<file path="config.mk">
export PLATFORM = sky130hd
export DESIGN_NAME = one_wire_master_timing_unit
export DESIGN_NICKNAME = d
export VERILOG_FILES = /design/src/rtl/core/owm_pkg.sv /design/src/rtl/core/owm_front.sv /design/src/rtl/core/owm_back.sv /design/src/rtl/core/one_wire_master_timing_unit.sv
export VERILOG_INCLUDE_DIRS = /design/src /design/src/rtl/core
export SDC_FILE = /design/constraint.sdc
export NUM_CORES = 1
export LEC_CHECK = 0
export BUFFER_PORTS_ARGS = -buffer_cell sky130_fd_sc_hd__clkbuf_2
export CORE_UTILIZATION = 51
export CTS_CLUSTER_DIAMETER = 30
export DETAILED_ROUTE_END_ITERATION = 6
export GPL_TIMING_DRIVEN = 0
export PLACE_DENSITY = 0.71
export SETUP_SLACK_MARGIN = 0.5
export SLEW_MARGIN = 20
export SYNTH_ARGS = -nofsm -noshare
export SYNTH_HDL_FRONTEND = slang
export SYNTH_SLANG_ARGS = --single-unit
</file>
<file path="constraint.sdc">
create_clock -name clk_i -period 5.1 [get_ports clk_i]
set_input_delay 0.765 -clock clk_i [delete_from_list [all_inputs] [get_ports clk_i]]
set_output_delay 0.765 -clock clk_i [all_outputs]
set_load 0.005 [all_outputs]
</file>
<file path="src/rtl/core/one_wire_master_timing_unit_assert.svh">
// Assertion macros for the single-wire bus master timing unit.
// Expects clk_i and rst_ni in the scope of each use; no other dependencies.
`ifndef ONE_WIRE_MASTER_TIMING_UNIT_ASSERT_SVH
`define ONE_WIRE_MASTER_TIMING_UNIT_ASSERT_SVH

`ifndef ASSERT_OFF

// Check a property on every rising clock edge outside reset
`define OWM_ASSERT(lbl, prop, msg) \
  lbl: assert property (@(posedge clk_i) disable iff (!rst_ni) (prop)) else $error(msg);

// Check that a condition implies another in the same cycle
`define OWM_ASSERT_IMP(lbl, ante, cons, msg) \
  `OWM_ASSERT(lbl, (ante) |-> (cons), msg)

// Check that a condition implies another in the following cycle
`define OWM_ASSERT_NEXT(lbl, ante, cons, msg) \
  `OWM_ASSERT(lbl, (ante) |=> (cons), msg)

`else

`define OWM_ASSERT(lbl, prop, msg)
`define OWM_ASSERT_IMP(lbl, ante, cons, msg)
`define OWM_ASSERT_NEXT(lbl, ante, cons, msg)

`endif

`endif

</file>
<file path="src/rtl/core/owm_pkg.sv">
// Shared types, codes and constants of the single-wire bus master timing unit.
// Used by owm_front, owm_back and the top level; depends on nothing.
`timescale 1ns / 1ps

package owm_pkg;

  // Command carried by one tick item
  typedef enum logic [1:0] {
    CMD_TICK  = 2'd0,
    CMD_RESET = 2'd1,
    CMD_WRITE = 2'd2,
    CMD_READ  = 2'd3
  } cmd_e;

  // Status codes
  localparam logic [1:0] STATUS_OK         = 2'd0;
  localparam logic [1:0] STATUS_NO_PRES    = 2'd1;
  localparam logic [1:0] STATUS_PRES_STUCK = 2'd2;
  localparam logic [1:0] STATUS_BUSY       = 2'd3;

  // Configuration register indexes
  localparam int unsigned CFG_IDX_W = 3;
  localparam int unsigned CFG_DATA_W = 10;
  localparam logic [CFG_IDX_W-1:0] REG_RESET_LOW    = 3'd0;
  localparam logic [CFG_IDX_W-1:0] REG_RECOVERY     = 3'd1;
  localparam logic [CFG_IDX_W-1:0] REG_PRES_WAIT    = 3'd2;
  localparam logic [CFG_IDX_W-1:0] REG_PRES_LOW_MAX = 3'd3;
  localparam logic [CFG_IDX_W-1:0] REG_SLOT_LONG    = 3'd4;
  localparam logic [CFG_IDX_W-1:0] REG_SHORT_LOW    = 3'd5;
  localparam logic [CFG_IDX_W-1:0] REG_SAMPLE_DELAY = 3'd6;
  localparam logic [CFG_IDX_W-1:0] REG_READ_TAIL    = 3'd7;

  // Register reset values
  localparam logic [9:0] RST_RESET_LOW    = 10'd650;
  localparam logic [7:0] RST_RECOVERY     = 8'd15;
  localparam logic [7:0] RST_PRES_WAIT    = 8'd200;
  localparam logic [7:0] RST_PRES_LOW_MAX = 8'd240;
  localparam logic [7:0] RST_SLOT_LONG    = 8'd60;
  localparam logic [3:0] RST_SHORT_LOW    = 4'd2;
  localparam logic [5:0] RST_SAMPLE_DELAY = 6'd12;
  localparam logic [7:0] RST_READ_TAIL    = 8'd50;

  // Default depth of the queue between front and back
  localparam int unsigned QUEUE_DEPTH = 2;

  // One classified tick item
  typedef struct packed {
    cmd_e       cmd;
    logic [7:0] write_value;
    logic       line_in;
  } item_t;

  // Segment length in ticks: zero still lasts one tick
  function automatic logic [9:0] seg_len(input logic [9:0] v);
    seg_len = (v == 10'd0) ? 10'd1 : v;
  endfunction

endpackage

</file>
<file path="src/rtl/core/owm_front.sv">
// Front part: accepts tick items, classifies the action and queues them.
// Depends on owm_pkg.
`timescale 1ns / 1ps

module owm_front #(
  parameter int unsigned Depth = owm_pkg::QUEUE_DEPTH
) (
  input  logic           clk_i,
  input  logic           rst_ni,
  input  logic           in_valid_i,
  output logic           in_stall_o,
  input  logic [1:0]     action_i,
  input  logic [7:0]     write_value_i,
  input  logic           line_in_i,
  output logic           head_valid_o,
  output owm_pkg::item_t head_o,
  input  logic           pop_i
);

  localparam int unsigned PtrW = (Depth > 1) ? $clog2(Depth) : 1;
  localparam int unsigned CntW = $clog2(Depth + 1);
  localparam logic [PtrW-1:0] LastPtr = PtrW'(Depth - 1);
  localparam logic [CntW-1:0] FullCnt = CntW'(Depth);

  owm_pkg::item_t      store_q [Depth];
  owm_pkg::item_t      item;
  logic [PtrW-1:0]     wr_ptr_q, wr_ptr_d, rd_ptr_q, rd_ptr_d;
  logic [CntW-1:0]     cnt_q, cnt_d;
  logic                push;

  // Classify the action into a command
  always_comb begin
    item.cmd         = owm_pkg::cmd_e'(action_i);
    item.write_value = write_value_i;
    item.line_in     = line_in_i;
  end

  assign in_stall_o   = (cnt_q == FullCnt);
  assign push         = in_valid_i && !in_stall_o;
  assign head_valid_o = (cnt_q != '0);
  assign head_o       = store_q[rd_ptr_q];

  // Advance pointers and fill count
  always_comb begin
    wr_ptr_d = wr_ptr_q;
    rd_ptr_d = rd_ptr_q;
    cnt_d    = cnt_q;
    if (push) begin
      wr_ptr_d = (wr_ptr_q == LastPtr) ? '0 : wr_ptr_q + 1'b1;
    end
    if (pop_i) begin
      rd_ptr_d = (rd_ptr_q == LastPtr) ? '0 : rd_ptr_q + 1'b1;
    end
    if (push && !pop_i) begin
      cnt_d = cnt_q + 1'b1;
    end else if (!push && pop_i) begin
      cnt_d = cnt_q - 1'b1;
    end
  end

  always_ff @(posedge clk_i or negedge rst_ni) begin
    if (!rst_ni) begin
      wr_ptr_q <= '0;
      rd_ptr_q <= '0;
      cnt_q    <= '0;
    end else begin
      wr_ptr_q <= wr_ptr_d;
      rd_ptr_q <= rd_ptr_d;
      cnt_q    <= cnt_d;
    end
  end

  // Store the item payload
  always_ff @(posedge clk_i) begin
    if (push) begin
      store_q[wr_ptr_q] <= item;
    end
  end

endmodule

</file>
<file path="src/rtl/core/owm_back.sv">
// Back part: bus timing sequencer, configuration registers and result register.
// Depends on owm_pkg; takes queued items from owm_front.
`timescale 1ns / 1ps

module owm_back (
  input  logic                             clk_i,
  input  logic                             rst_ni,
  input  logic                             cfg_valid_i,
  output logic                             cfg_ready_o,
  input  logic [owm_pkg::CFG_IDX_W-1:0]    cfg_index_i,
  input  logic [owm_pkg::CFG_DATA_W-1:0]   cfg_data_i,
  input  logic                             head_valid_i,
  input  owm_pkg::item_t                   head_i,
  output logic                             pop_o,
  output logic                             out_valid_o,
  input  logic                             out_stall_i,
  output logic                             drive_low_o,
  output logic                             busy_res_o,
  output logic                             done_res_o,
  output logic [7:0]                       read_result_o,
  output logic [1:0]                       status_o
);

  typedef enum logic [3:0] {
    PH_IDLE      = 4'd0,
    PH_RST_LOW   = 4'd1,
    PH_RST_REC   = 4'd2,
    PH_PRES_WAIT = 4'd3,
    PH_PRES_LOW  = 4'd4,
    PH_WR_LOW    = 4'd5,
    PH_WR_HIGH   = 4'd6,
    PH_RD_LOW    = 4'd7,
    PH_RD_WAIT   = 4'd8,
    PH_RD_TAIL   = 4'd9
  } phase_e;

  // Configuration registers
  logic [9:0] reset_low_q;
  logic [7:0] recovery_q, pres_wait_q, pres_low_max_q, slot_long_q, read_tail_q;
  logic [3:0] short_low_q;
  logic [5:0] sample_delay_q;

  // Sequencer state and result register
  phase_e     phase_q, phase_d;
  logic [9:0] timer_q, timer_d;
  logic [2:0] bit_q, bit_d;
  logic [7:0] shift_q, shift_d;
  logic [7:0] wait_q, wait_d;
  logic [1:0] outcome_q, outcome_d;
  logic [7:0] last_read_q, last_read_d;
  logic       out_valid_q, drive_q, drive_d, done_q, done_d;

  logic [9:0] short_len, long_len;
  logic       ended;
  logic [9:0] timer_dec;

  assign cfg_ready_o = 1'b1;

  // Take the next item when the result register is free or draining
  assign pop_o = head_valid_i && (!out_valid_q || !out_stall_i);

  assign short_len = owm_pkg::seg_len({6'd0, short_low_q});
  assign long_len  = owm_pkg::seg_len({2'd0, slot_long_q});

  // One tick of the bus sequencer
  always_comb begin
    phase_d     = phase_q;
    timer_d     = timer_q;
    bit_d       = bit_q;
    shift_d     = shift_q;
    wait_d      = wait_q;
    outcome_d   = outcome_q;
    last_read_d = last_read_q;
    drive_d     = 1'b0;
    done_d      = 1'b0;

    // Launch a command when idle, flag it when busy
    if (phase_q == PH_IDLE) begin
      if (head_i.cmd != owm_pkg::CMD_TICK) begin
        outcome_d = owm_pkg::STATUS_OK;
        bit_d     = 3'd0;
        wait_d    = 8'd0;
        case (head_i.cmd)
          owm_pkg::CMD_RESET: begin
            phase_d = PH_RST_LOW;
            timer_d = owm_pkg::seg_len(reset_low_q);
          end
          owm_pkg::CMD_WRITE: begin
            shift_d = head_i.write_value;
            phase_d = PH_WR_LOW;
            timer_d = head_i.write_value[0] ? short_len : long_len;
          end
          default: begin
            shift_d = 8'd0;
            phase_d = PH_RD_LOW;
            timer_d = short_len;
          end
        endcase
      end
    end else if (head_i.cmd != owm_pkg::CMD_TICK) begin
      outcome_d = owm_pkg::STATUS_BUSY;
    end

    ended     = (timer_d <= 10'd1);
    timer_dec = ended ? 10'd0 : timer_d - 10'd1;

    // Run the tick in the current segment
    case (phase_d)
      PH_IDLE: begin
      end
      PH_RST_LOW: begin
        drive_d = 1'b1;
        timer_d = timer_dec;
        if (ended) begin
          phase_d = PH_RST_REC;
          timer_d = owm_pkg::seg_len({2'd0, recovery_q});
        end
      end
      PH_RST_REC: begin
        timer_d = timer_dec;
        if (ended) begin
          phase_d = PH_PRES_WAIT;
          wait_d  = 8'd0;
        end
      end
      PH_PRES_WAIT: begin
        if (wait_d >= pres_wait_q) begin
          outcome_d = owm_pkg::STATUS_NO_PRES;
          phase_d   = PH_IDLE;
          timer_d   = 10'd0;
          done_d    = 1'b1;
        end else if (head_i.line_in) begin
          wait_d = wait_d + 8'd1;
        end else if (pres_low_max_q == 8'd0) begin
          // pulse limit of zero fails on the first low tick
          outcome_d = owm_pkg::STATUS_PRES_STUCK;
          phase_d   = PH_IDLE;
          timer_d   = 10'd0;
          done_d    = 1'b1;
          wait_d    = 8'd0;
        end else begin
          phase_d = PH_PRES_LOW;
          wait_d  = 8'd1;
        end
      end
      PH_PRES_LOW: begin
        if (wait_d >= pres_low_max_q) begin
          outcome_d = owm_pkg::STATUS_PRES_STUCK;
          phase_d   = PH_IDLE;
          timer_d   = 10'd0;
          done_d    = 1'b1;
        end else if (!head_i.line_in) begin
          wait_d = wait_d + 8'd1;
        end else begin
          outcome_d = owm_pkg::STATUS_OK;
          phase_d   = PH_IDLE;
          timer_d   = 10'd0;
          done_d    = 1'b1;
        end
      end
      PH_WR_LOW: begin
        drive_d = 1'b1;
        timer_d = timer_dec;
        if (ended) begin
          phase_d = PH_WR_HIGH;
          timer_d = shift_d[0] ? long_len : short_len;
        end
      end
      PH_WR_HIGH: begin
        timer_d = timer_dec;
        if (ended) begin
          shift_d = {1'b0, shift_d[7:1]};
          if (bit_d == 3'd7) begin
            outcome_d = owm_pkg::STATUS_OK;
            phase_d   = PH_IDLE;
            timer_d   = 10'd0;
            done_d    = 1'b1;
          end else begin
            bit_d   = bit_d + 3'd1;
            phase_d = PH_WR_LOW;
            timer_d = shift_d[0] ? short_len : long_len;
          end
        end
      end
      PH_RD_LOW: begin
        drive_d = 1'b1;
        timer_d = timer_dec;
        if (ended) begin
          phase_d = PH_RD_WAIT;
          timer_d = owm_pkg::seg_len({4'd0, sample_delay_q});
        end
      end
      PH_RD_WAIT: begin
        timer_d = timer_dec;
        if (ended) begin
          shift_d = {head_i.line_in, shift_d[7:1]};
          phase_d = PH_RD_TAIL;
          timer_d = owm_pkg::seg_len({2'd0, read_tail_q});
        end
      end
      PH_RD_TAIL: begin
        timer_d = timer_dec;
        if (ended) begin
          if (bit_d == 3'd7) begin
            last_read_d = shift_d;
            outcome_d   = owm_pkg::STATUS_OK;
            phase_d     = PH_IDLE;
            timer_d     = 10'd0;
            done_d      = 1'b1;
          end else begin
            bit_d   = bit_d + 3'd1;
            phase_d = PH_RD_LOW;
            timer_d = short_len;
          end
        end
      end
      default: begin
        phase_d = PH_IDLE;
      end
    endcase
  end

  // Hold sequencer state and result register; advance on each popped item
  always_ff @(posedge clk_i or negedge rst_ni) begin
    if (!rst_ni) begin
      phase_q     <= PH_IDLE;
      timer_q     <= 10'd0;
      bit_q       <= 3'd0;
      shift_q     <= 8'd0;
      wait_q      <= 8'd0;
      outcome_q   <= owm_pkg::STATUS_OK;
      last_read_q <= 8'd0;
      drive_q     <= 1'b0;
      done_q      <= 1'b0;
      out_valid_q <= 1'b0;
    end else begin
      if (pop_o) begin
        phase_q     <= phase_d;
        timer_q     <= timer_d;
        bit_q       <= bit_d;
        shift_q     <= shift_d;
        wait_q      <= wait_d;
        outcome_q   <= outcome_d;
        last_read_q <= last_read_d;
        drive_q     <= drive_d;
        done_q      <= done_d;
        out_valid_q <= 1'b1;
      end else if (!out_stall_i) begin
        out_valid_q <= 1'b0;
      end
    end
  end

  // Write configuration registers
  always_ff @(posedge clk_i or negedge rst_ni) begin
    if (!rst_ni) begin
      reset_low_q    <= owm_pkg::RST_RESET_LOW;
      recovery_q     <= owm_pkg::RST_RECOVERY;
      pres_wait_q    <= owm_pkg::RST_PRES_WAIT;
      pres_low_max_q <= owm_pkg::RST_PRES_LOW_MAX;
      slot_long_q    <= owm_pkg::RST_SLOT_LONG;
      short_low_q    <= owm_pkg::RST_SHORT_LOW;
      sample_delay_q <= owm_pkg::RST_SAMPLE_DELAY;
      read_tail_q    <= owm_pkg::RST_READ_TAIL;
    end else if (cfg_valid_i && cfg_ready_o) begin
      case (cfg_index_i)
        owm_pkg::REG_RESET_LOW:    reset_low_q    <= cfg_data_i;
        owm_pkg::REG_RECOVERY:     recovery_q     <= cfg_data_i[7:0];
        owm_pkg::REG_PRES_WAIT:    pres_wait_q    <= cfg_data_i[7:0];
        owm_pkg::REG_PRES_LOW_MAX: pres_low_max_q <= cfg_data_i[7:0];
        owm_pkg::REG_SLOT_LONG:    slot_long_q    <= cfg_data_i[7:0];
        owm_pkg::REG_SHORT_LOW:    short_low_q    <= cfg_data_i[3:0];
        owm_pkg::REG_SAMPLE_DELAY: sample_delay_q <= cfg_data_i[5:0];
        owm_pkg::REG_READ_TAIL:    read_tail_q    <= cfg_data_i[7:0];
        default: begin
        end
      endcase
    end
  end

  assign out_valid_o   = out_valid_q;
  assign drive_low_o   = drive_q;
  assign busy_res_o    = (phase_q != PH_IDLE);
  assign done_res_o    = done_q;
  assign read_result_o = last_read_q;
  assign status_o      = outcome_q;

endmodule

</file>
<file path="src/rtl/core/one_wire_master_timing_unit.sv">
// Top level of the single-wire bus master timing unit.
// Instantiates owm_front and owm_back; depends on owm_pkg and the assertion header.
`timescale 1ns / 1ps

// Single-wire bus master driven by microsecond ticks. Each accepted item is one
// tick carrying the sampled line level and an action (tick only, bus reset with
// presence check, write byte, read byte); each tick yields exactly one result
// with the drive level, busy, done, the last read byte and a status. A command
// is started only while idle; one requested while busy is ignored and shows
// status 3 until the running command ends. One tick is taken every clock cycle
// unless the item queue is full or the result register is stalled: the
// sequencer steps one tick per cycle while not stalled. An accepted item waits
// in the item queue and is then stepped into the result register, from which
// it shows on the outputs. The item queue, QueueDepth entries deep, lets input
// and output stall independently. Timing registers are written through the
// configuration port, which is always ready, and should be changed only while
// idle.
module one_wire_master_timing_unit #(
  parameter int unsigned QueueDepth = owm_pkg::QUEUE_DEPTH
) (
  input  logic                           clk_i,
  input  logic                           rst_ni,
  input  logic                           cfg_valid_i,
  output logic                           cfg_ready_o,
  input  logic [owm_pkg::CFG_IDX_W-1:0]  cfg_index_i,
  input  logic [owm_pkg::CFG_DATA_W-1:0] cfg_data_i,
  input  logic                           in_valid_i,
  output logic                           in_stall_o,
  input  logic [1:0]                     action_i,
  input  logic [7:0]                     write_value_i,
  input  logic                           line_in_i,
  output logic                           out_valid_o,
  input  logic                           out_stall_i,
  output logic                           drive_low_o,
  output logic                           busy_res_o,
  output logic                           done_res_o,
  output logic [7:0]                     read_result_o,
  output logic [1:0]                     status_o
);

  `include "one_wire_master_timing_unit_assert.svh"

  logic           head_valid;
  owm_pkg::item_t head;
  logic           pop;

  owm_front #(
    .Depth (QueueDepth)
  ) u_front (
    .clk_i         (clk_i),
    .rst_ni        (rst_ni),
    .in_valid_i    (in_valid_i),
    .in_stall_o    (in_stall_o),
    .action_i      (action_i),
    .write_value_i (write_value_i),
    .line_in_i     (line_in_i),
    .head_valid_o  (head_valid),
    .head_o        (head),
    .pop_i         (pop)
  );

  owm_back u_back (
    .clk_i         (clk_i),
    .rst_ni        (rst_ni),
    .cfg_valid_i   (cfg_valid_i),
    .cfg_ready_o   (cfg_ready_o),
    .cfg_index_i   (cfg_index_i),
    .cfg_data_i    (cfg_data_i),
    .head_valid_i  (head_valid),
    .head_i        (head),
    .pop_o         (pop),
    .out_valid_o   (out_valid_o),
    .out_stall_i   (out_stall_i),
    .drive_low_o   (drive_low_o),
    .busy_res_o    (busy_res_o),
    .done_res_o    (done_res_o),
    .read_result_o (read_result_o),
    .status_o      (status_o)
  );

  // An accepted item is queued for the back part in the next cycle
  `OWM_ASSERT_NEXT(a_push_queued, in_valid_i && !in_stall_o, head_valid, "accepted item lost")

  // Every item taken by the back part shows up as a result
  `OWM_ASSERT_NEXT(a_pop_result, pop, out_valid_o, "popped item gave no result")

  // A finishing command is no longer busy
  `OWM_ASSERT_IMP(a_done_idle, out_valid_o && done_res_o, !busy_res_o, "done while busy")

  // A busy rejection is only visible while the running command continues
  `OWM_ASSERT_IMP(a_reject_busy, out_valid_o && (status_o == owm_pkg::STATUS_BUSY),
                  busy_res_o, "busy rejection shown while idle")

endmodule
</file>
# Yosys cells after proc, flatten, opt, wreduce, memory -nomap -nowiden
# Memory sizes are Yosys's and may differ from the RTL's.
# Cells that the tools add are included.
[word_totals]
in_bits = 29
output_inout_bits = 16
latch_bits = 0
mem_bits_rw = 22
n_memories = 1
regBits = 110
romBits = 0
[classes]
eq_ne = 21
shifts = 0
mul = 0
order_cmp = 3
reduce_logical = 35
n_bitwise = 0
n_div = 0
n_addsub = 7
mux = 93
[mem_list]
columns = ["name", "depth", "word_bits", "read_ports", "rd_clocked_by_memory_dff", "write_ports", "line", "source"]
rows = [
  ["u_front.store_q", 2, 11, 1, 0, 1, "owm_front.sv:25", "owm_pkg::item_t store_q [Depth];"],
]
[ops]
columns = ["op", "n"]
rows = [
  ["10-bit two-way mux", 20],
  ["8-bit two-way mux", 14],
  ["10-bit one-hot mux with 9 select lines", 1],
  ["4-bit two-way mux", 14],
  ["4-bit one-hot mux with 10 select lines", 1],
  ["8-bit logical NOT", 4],
  ["8-bit one-hot mux with 2 select lines", 2],
  ["2-bit two-way mux", 12],
  ["3-bit two-way mux", 8],
  ["8-bit one-hot mux with 3 select lines", 1],
  ["10-bit one-hot mux with 2 select lines", 1],
  ["4-bit by 3-bit equality test with 1-bit output (second input constant)", 4],
  ["8-bit >= comparator", 2],
  ["2-bit AND reduction", 8],
  ["3-bit equality test (second input constant)", 5],
  ["1-bit two-way mux", 15],
  ["4-bit logical NOT", 3],
  ["10-bit by 1-bit <= comparator with 1-bit output (second input constant)", 1],
  ["10-bit logical NOT", 1],
  ["10-bit by 1-bit subtractor with 10-bit output (second input constant)", 1],
  ["8-bit by 1-bit adder with 8-bit output (second input constant)", 1],
  ["4-bit by 2-bit equality test with 1-bit output (second input constant)", 2],
  ["4-bit equality test (second input constant)", 2],
  ["3-bit by 2-bit equality test with 1-bit output (second input constant)", 2],
  ["other kinds (23)", 34],
]

# Longest topological paths before layout
# Gate-level depths: netlist of run 1.
[logic_depth]
word_depth = 10
mapped_depth = 20
ltp_nobuf = 15

# Modules after synthesis
# From an unflattened synthesis of run 1, not the netlist that was laid out.
[unflattened]
hier_cells = 772
hier_area_um2 = 7857.5
[by_module_without_submodules]
columns = ["mod", "area_each_um2", "cells_each", "n_inst"]
rows = [
  ["owm_back", 6820.3, 719, 1],
  ["owm_front", 1037.2, 53, 1],
]

# Worst setup path after synthesis of run 1
# OpenSTA, ideal clock, no wires.
[synth_path]
path_kind = "register to register"
start = "register u_front.rd_ptr_q"
end = "register u_back.wait_q[7]"
path_slack_ns = 0.378
path_stages_with_launch = 20
arrival_ns = 4.597
cell_sequence = "dfrtp_1 buf_2 buf_1 mux2i_1 ha_1 clkbuf_1 inv_1 nand2_4 clkbuf_1 clkbuf_1 nand2_1 ha_1 nand2b_1 a2111oi_0 o31a_1 nand2b_1 a21boi_0 o211a_1 o21ai_0 a221o_1"
[synth_between]
elab_chain_len = 8
[synth_lines]
columns = ["item", "line", "source"]
rows = [
  ["from (decl)", "owm_front.sv:27", "logic [PtrW-1:0] wr_ptr_q, wr_ptr_d, rd_ptr_q, rd_ptr_d;"],
  ["from (signal assigned)", "owm_front.sv:68", "rd_ptr_q <= rd_ptr_d;"],
  ["memory 2 x 11 bit *", "n/a", ""],
  ["2-bit equality test, or another cell as far along", "owm_back.sv:83", "case (head_i.cmd)"],
  ["10-bit one-hot mux with 2 select lines or 8-bit two-way mux (tied branches)", "owm_back.sv:83, owm_back.sv:79", ""],
  ["10-bit two-way mux or 8-bit two-way mux (tied branches)", "owm_back.sv:79, owm_back.sv:78", ""],
  ["10-bit two-way mux or 8-bit by 1-bit adder with 8-bit output (tied branches)", "owm_back.sv:78, owm_back.sv:133, owm_back.sv:153", ""],
  ["10-bit by 1-bit <= comparator with 1-bit output, or another cell as far along", "owm_back.sv:104", "ended = (timer_d <= 10'd1);"],
  ["8-bit two-way mux, on equally long branches", "owm_back.sv:121, owm_back.sv:127, owm_back.sv:147", ""],
  ["8-bit one-hot mux with 3 select lines *", "owm_back.sv:108", "case (phase_d)"],
  ["to (signal assigned)", "owm_back.sv:242", "wait_q <= wait_d;"],
  ["to (decl)", "owm_back.sv:48", "logic [7:0] wait_q, wait_d;"],
]
# Every way passes the cells marked *; elsewhere a longest branch is shown, timed or not.
# A chain may end at the register's enable or synchronous reset.

# Final worst setup path of run 1
# Ends and elaborated chain as after synthesis.

==> impl_metrics.tcl, run 1 <==
set metrics [dict create \
    yosys_warnings 0 \
    switching_power_mw 2.47 \
    firstDrtPassIters 7 \
    yosysMostFrequentCell "dfrtp_1" \
    p_seq_share_pct 27.8 \
    maxCapViolations 0 \
    place_ws_ps -873 \
    start_util_pct 52.2 \
    synthTopCellsByCount "85 x dfrtp_1, 66 x nand2_1, 63 x mux2_2" \
    syn2layout_area_growth_pct 16.9 \
    fin_crit_sh_pct 87.1 \
    irDropWorstVdd_mv 0.428 \
    hold_viol 0 \
    setup.worst_path.end "u_back.wait_q[7]" \
    diodes 0 \
    mappedNetlistArea_mm2 0.00759 \
    final_layout_size_suffix_gt1_share_pct 25.7 \
    power_frac_comb_pct 49.7 \
    p_int_mw 3.23 \
    reg2reg_slack_ps 660 \
    drt_iter0_markers 659 \
    tightest_slew_ps 972 \
    synth_area_leaders "dfrtp_1 28%, mux2_2 9.4%, edfxtp_1 8.7%" \
    rows 44 \
    htree_levels 4 \
    worst_slack_ps 656 \
    root_buffer "clkbuf_16" \
    r2r_cells 19 \
    synth_cells 749 \
    cts_buffer_depth 2 \
    finalCoreUtilization_pct 61.0 \
    cts.clk_slew.worst_paths_ps 60 \
    grt_pass1_vias 6389 \
    grt_max_degree 73 \
    finalSetupViolations 0 \
    design.die.area_mm2 0.0154 \
    cts_tree "yes" \
    finClkSkew_ps 8.80 \
    r2r_end "u_back.wait_q[7]" \
    required_ps 5400 \
    ios 45 \
    hpwl_mm 15.9 \
    crit_type "flip-flop to flip-flop" \
    timing.rr.start "u_front.rd_ptr_q" \
    clk_latency_ps 430 \
    status "finished, final reports clean" \
    synth_flop_cell "dfrtp_1" \
    ys_ff_latch 132 \
    synthDominantCellAreaShare_pct 28.0 \
    place_congestion 0.989 \
    dieWidth_um 124 \
    stdcell_count 1009 \
    crit_start "u_front.rd_ptr_q" \
    swShare_pct 43.3 \
    ys_async_sr_fraction_pct 83.3 \
    postCtsHoldBufs 0 \
    grt_pass1_wl_mm 34.4 \
    max_freq_ghz 0.225 \
    rsz0062_at_grt "false" \
    wl_per_cell_um 22.0 \
    place_area_mm2 0.00807 \
    met3WireLength_mm 1.81 \
    cp-end-kind "flip-flop" \
    slowest_stage "a2111oi_1" \
    cp_num_cells 19 \
    grtUsageTotal_pct 30.5 \
    final_cell_area_mm2 0.00887 \
    critPathTopFamily "compound AO/OA/AOI/OAI gates" \
    critical_path_buf_inv_count 6 \
    wl_mm 22.2 \
    port_buffers 39 \
    synth_edf_count 22 \
    antenna_found_initial 0 \
    drc_errors 0 \
    arrival_ps 4750 \
    avgSynthCellArea_um2 10.1 \
    coreArea_mm2 0.0145 \
    vias 6507 \
    dr.max_layer_used "met4" \
    slew_headroom_pct 34.9 \
    wl_met1_mm 9.48 \
    die_y_um 124 \
    ys_types 74 \
    antenna_left 0 \
    pwr-share-clk_pct 22.5 \
    crit_path_max_incr_delay_ps 400 \
    wl_met2_mm 10.2 \
    crit_chain "buf_2, buf_8, mux2i_4, ha_1, clkbuf_4, inv_2, nand2_4, buf_6, clkbuf_8, nand2_2, ha_1, nand2b_1, a2111oi_1, o31a_1, nand2b_1, a21boi_2, o211a_1, o21ai_0, a221o_1" \
    synth_fp_nets 802 \
    slew_violations 0 \
    post-place-cells 974 \
    synth_largest_area_cell "dfrtp_1" \
    drt-vias-per-instance 6.45 \
    fin_crit_ps 4440 \
    crit_fanout 10 \
    cts_made_buffers 17 \
    min_path_type "input port to async pin" \
    nets 865 \
    clkSinkCount 132 \
    power_density_mw_per_mm2 643 \
    leakage_nw 3.80 \
    gr-total-overflow 0 \
    worst_hold_slack_ps 264 \
    ys_seq_area_share_pct 45.4 \
    worstSetupStartpointType "flip-flop" \
]
[per-stage QoR]
step                      power (mW)  TNS (ps)
after floorplan                 3.36         0
after global placement          4.09    -17080
after detailed placement        4.17     -9730
after CTS                       5.54         0
after global routing            5.99         0
final                           5.70         0
[cell families (layout without fill, tap and decap cells)]
| group | count (synthesis) | after routing | share of synthesized area, % |
|---|---|---|---|
| other cells | 1 | 1 | 0.0494 |
| buf+inv | 70 | 146 | 3.73 |
| xor+xnor | 9 | 9 | 1.04 |
| fa+ha+maj | 24 | 24 | 3.96 |
| compound gates | 196 | 196 | 17.7 |
| flops | 132 | 132 | 45.4 |
| simple gates | 229 | 229 | 15.5 |
| mux | 88 | 88 | 12.6 |
[how the worst min path moves through the flow]
stage	slack (ps)	to	from	depth (start not counted)
after floorplan	460	u_back.shift_q[0]	u_back.shift_q[0]	2
after detailed placement	480	u_back.done_res_o	u_back.done_res_o	2
after global placement	470	u_back.bit_q[1]	u_back.bit_q[1]	1
final	260	u_back.wait_q[5]	rst_ni	1
after CTS	270	u_back.wait_q[5]	rst_ni	1
after global routing	280	u_back.status_o[1]	rst_ni	1
[layout by cell type (no fill, tap or decap), types with 20 or more instances in the layout]
master / instances
dfrtp_1: 85
nand2_1: 65
mux2_2: 63
nor2_1: 48
clkbuf_2: 45
o21ai_0: 43
a21oi_1: 41
inv_1: 29
dfstp_2: 25
ha_1: 24
mux2i_1: 23
edfxtp_1: 22
nor3_1: 21
clkbuf_1: 20
[registers in the layout (all words and copies together) (netlist names), 8 cells and up]
signal / cells
u_front.store_q: 22
u_back.reset_low_q: 10
u_back.timer_q: 10
u_back.pres_low_max_q: 8
u_back.pres_wait_q: 8
u_back.read_result_o: 8
u_back.read_tail_q: 8
u_back.recovery_q: 8
u_back.shift_q: 8
u_back.slot_long_q: 8
u_back.wait_q: 8
[power by group through the flow]
stage | Clock [mW] | Sequential [mW] | Combinational, mW
after global placement | 0 | 1.58 | 2.52
final | 1.28 | 1.59 | 2.83
after CTS | 1.30 | 1.58 | 2.67
after floorplan | 0 | 1.53 | 1.84
after detailed placement | 0 | 1.59 | 2.58
after global routing | 1.34 | 1.61 | 3.03
[layout make-up]
cell class	count	area [µm²]
inverter	31	116
clock inverter	9	115
sequential	132	3440
tap	184	230
buffer	39	211
timing repair buffer	44	262
fill	1222	5670
multi-input combinational	547	3980
clock buffer	23	509
[repair_timing]
item | 4_1_cts | 5_1_grt
pin swaps | 3 | 1
resized for setup | 18 | 30
buffers inserted | 3 | 0
endpoints found under the setup margin | 43 | 38
endpoints found under the hold margin | 0 | 0
[metal layers]
metal  vias to the layer above  GRT usage [%]
met5                         -              0
met4                         0           13.1
met3                        59           7.74
met2                       311           47.5
met1                      3209           40.2
li1                       2928              -
Power figures use the tool's default switching activity.
==> run 2, diff against run 1 <==
RECOVER_POWER = 25   (was unset)
==> run 2 against run 1 <==
The flow now finishes with violations (max-capacitance violations, max-slew violations). Maximum frequency is 0.18% lower. Critical path type unchanged. Sequential share of layout area is 0.19 points higher. Setup slack worse by 7.8 ps. Critical path depth stayed put. Register-to-register slack hardly changed. Design area is 0.49% lower. Die area stayed put. Critical endpoint unchanged. Power is 0.13% lower. Wire length hardly changed. Via count is 0.46% lower. Non-clock buffer count stayed put.
==> impl_metrics.tcl, run 2 (synthesis results as in run 1) <==
set metrics [dict create \
    coreArea_mm2 0.0145 \
    pwr-share-clk_pct 22.5 \
    wl_mm 22.2 \
    worst_hold_slack_ps 486 \
    grt_max_degree 73 \
    swShare_pct 43.3 \
    grt_pass1_vias 6389 \
    maxCapViolations 2 \
    switching_power_mw 2.47 \
    firstDrtPassIters 5 \
    design.die.area_mm2 0.0154 \
    finClkSkew_ps 10.2 \
    p_seq_share_pct 27.9 \
    required_ps 5400 \
    p_int_mw 3.22 \
    final_cell_mix "85 x dfrtp_1, 65 x nand2_1, 63 x mux2_2" \
    min_path_type "flip-flop to flip-flop" \
    wl_per_cell_um 22.0 \
    largest_register_ffs 22 \
    worstSetupStartpointType "flip-flop" \
    worstHoldStart "u_back.drive_low_o" \
    place_congestion 0.989 \
    crit_type "flip-flop to flip-flop" \
    met3WireLength_mm 1.88 \
    arrival_ps 4750 \
    rows 44 \
    drt_iter0_markers 658 \
    seqCellArea_mm2 0.00344 \
    timing.rr.start "u_front.rd_ptr_q" \
    status "finished with violations" \
    hpwl_mm 15.9 \
    power_density_mw_per_mm2 645 \
    crit_start "u_front.rd_ptr_q" \
    rsz0062_at_grt "false" \
    tightest_slew_ps 2220 \
    grtUsageTotal_pct 30.5 \
    violations "max-capacitance violations, max-slew violations" \
    slew_violations 113 \
    nFillCells 1234 \
    ios 45 \
    clk_latency_ps 430 \
    hold_viol 0 \
    place_ws_ps -873 \
    clkSinkCount 132 \
    irDropWorstVdd_mv 0.427 \
    drt-vias-per-instance 6.42 \
    finalSetupViolations 0 \
    max_freq_ghz 0.225 \
    cts_buffer_depth 2 \
    diodes 0 \
    worst_slack_ps 649 \
    leakage_nw 3.76 \
    antenna_left 0 \
    largestRegisters "u_front.store_q: 22 flops, u_back.reset_low_q: 10 flops, u_back.timer_q: 10 flops" \
    multi_input_area_mm2 0.00398 \
    crit_path_max_incr_delay_ps 400 \
    grt_pass1_wl_mm 34.4 \
    power_frac_comb_pct 49.6 \
    gr-total-overflow 0 \
    vias 6477 \
    crit_chain "buf_2, buf_8, mux2i_4, ha_1, clkbuf_4, inv_2, nand2_4, buf_6, clkbuf_8, nand2_2, ha_1, nand2b_1, a2111oi_1, o31a_1, nand2b_1, a21boi_2, o211a_1, o21ai_0, a221o_1" \
    nets 865 \
    cp-end-kind "flip-flop" \
    antenna_found_initial 0 \
    cts_tree "yes" \
    fin_crit_sh_pct 87.3 \
    dieWidth_um 124 \
    wl_met1_mm 9.40 \
    htree_levels 4 \
    syn2layout_area_growth_pct 16.3 \
    drc_errors 0 \
    top_register "u_front.store_q" \
    wl_met2_mm 10.3 \
    postCtsHoldBufs 0 \
    cts.clk_slew.worst_paths_ps 60 \
    port_buffers 39 \
    layout_commonest_cell "dfrtp_1" \
    slew_headroom_pct -48.2 \
    dr.max_layer_used "met4" \
    cts_made_buffers 17 \
    start_util_pct 52.2 \
    crit_fanout 10 \
    fin_crit_ps 4450 \
    final_layout_size_suffix_gt1_share_pct 24.5 \
    root_buffer "clkbuf_16" \
    die_y_um 124 \
    slowest_stage "a2111oi_1" \
]
run 2: repair_timing:
| item | 4_1_cts | 5_1_grt |
|---|---|---|
| setup endpoints to repair | 43 | 38 |
| buffers inserted | 3 | 0 |
| resized for setup | 18 | 30 |
| endpoints found under the hold margin | 0 | 0 |
| pin swaps | 3 | 1 |
run 2: power groups by stage:
stage | Sequential (mW) | Combinational, mW | Clock, mW
after floorplan | 1.53 | 1.84 | 0
after global placement | 1.58 | 2.52 | 0
after detailed placement | 1.59 | 2.58 | 0
after CTS | 1.58 | 2.67 | 1.30
after global routing | 1.61 | 3.03 | 1.34
final | 1.59 | 2.82 | 1.28
run 2: worst paths after layout:
check                                     end  slack, ps  cells after the start
hold / removal             u_back.drive_low_o        490                      2
min in group asynchronous    u_back.wait_q[5]       1000                      1
setup reg to reg             u_back.wait_q[7]        650                     19
setup / recovery             u_back.wait_q[7]        650                     19
max in group asynchronous    u_front.wr_ptr_q       1420                      2
hold reg to reg            u_back.drive_low_o        490                      2
run 2: routing by layer:
metal,vias to the layer above,GRT usage (%)
li1,2929,-
met1,3186,40.2
met2,309,47.5
met3,53,7.74
met4,0,13.1
met5,-,0
run 2: final cells by class:
cell class,count,share of cell area (%)
multi-input cells,547,45.1
flip-flops and latches,132,39.0
clock buffers,23,5.77
well taps,184,2.61
repair buffers,44,2.47
plain buffers,39,2.40
inverters,31,1.32
clock inverters,9,1.30
run 2: stage by stage:
step,TNS [ps],area [µm²],utilization (%),power (mW),cells
finish,0,8820,60.7,5.69,1009
global route,0,8820,60.7,5.98,1009
CTS,0,8770,60.3,5.54,1009
detailed placement,-9730,8070,55.5,4.17,974
global placement,-17080,8010,55.1,4.09,972
floorplan,0,7590,-,3.36,749
run 2: worst max-delay path: cells and delay by family, from the launching register on:
family | cells | cell delay, ps
flops | 1 | 330
mux | 1 | 270
compound gates | 6 | 1570
simple gates | 4 | 580
fa+ha+maj | 2 | 460
buf+inv | 6 | 1090
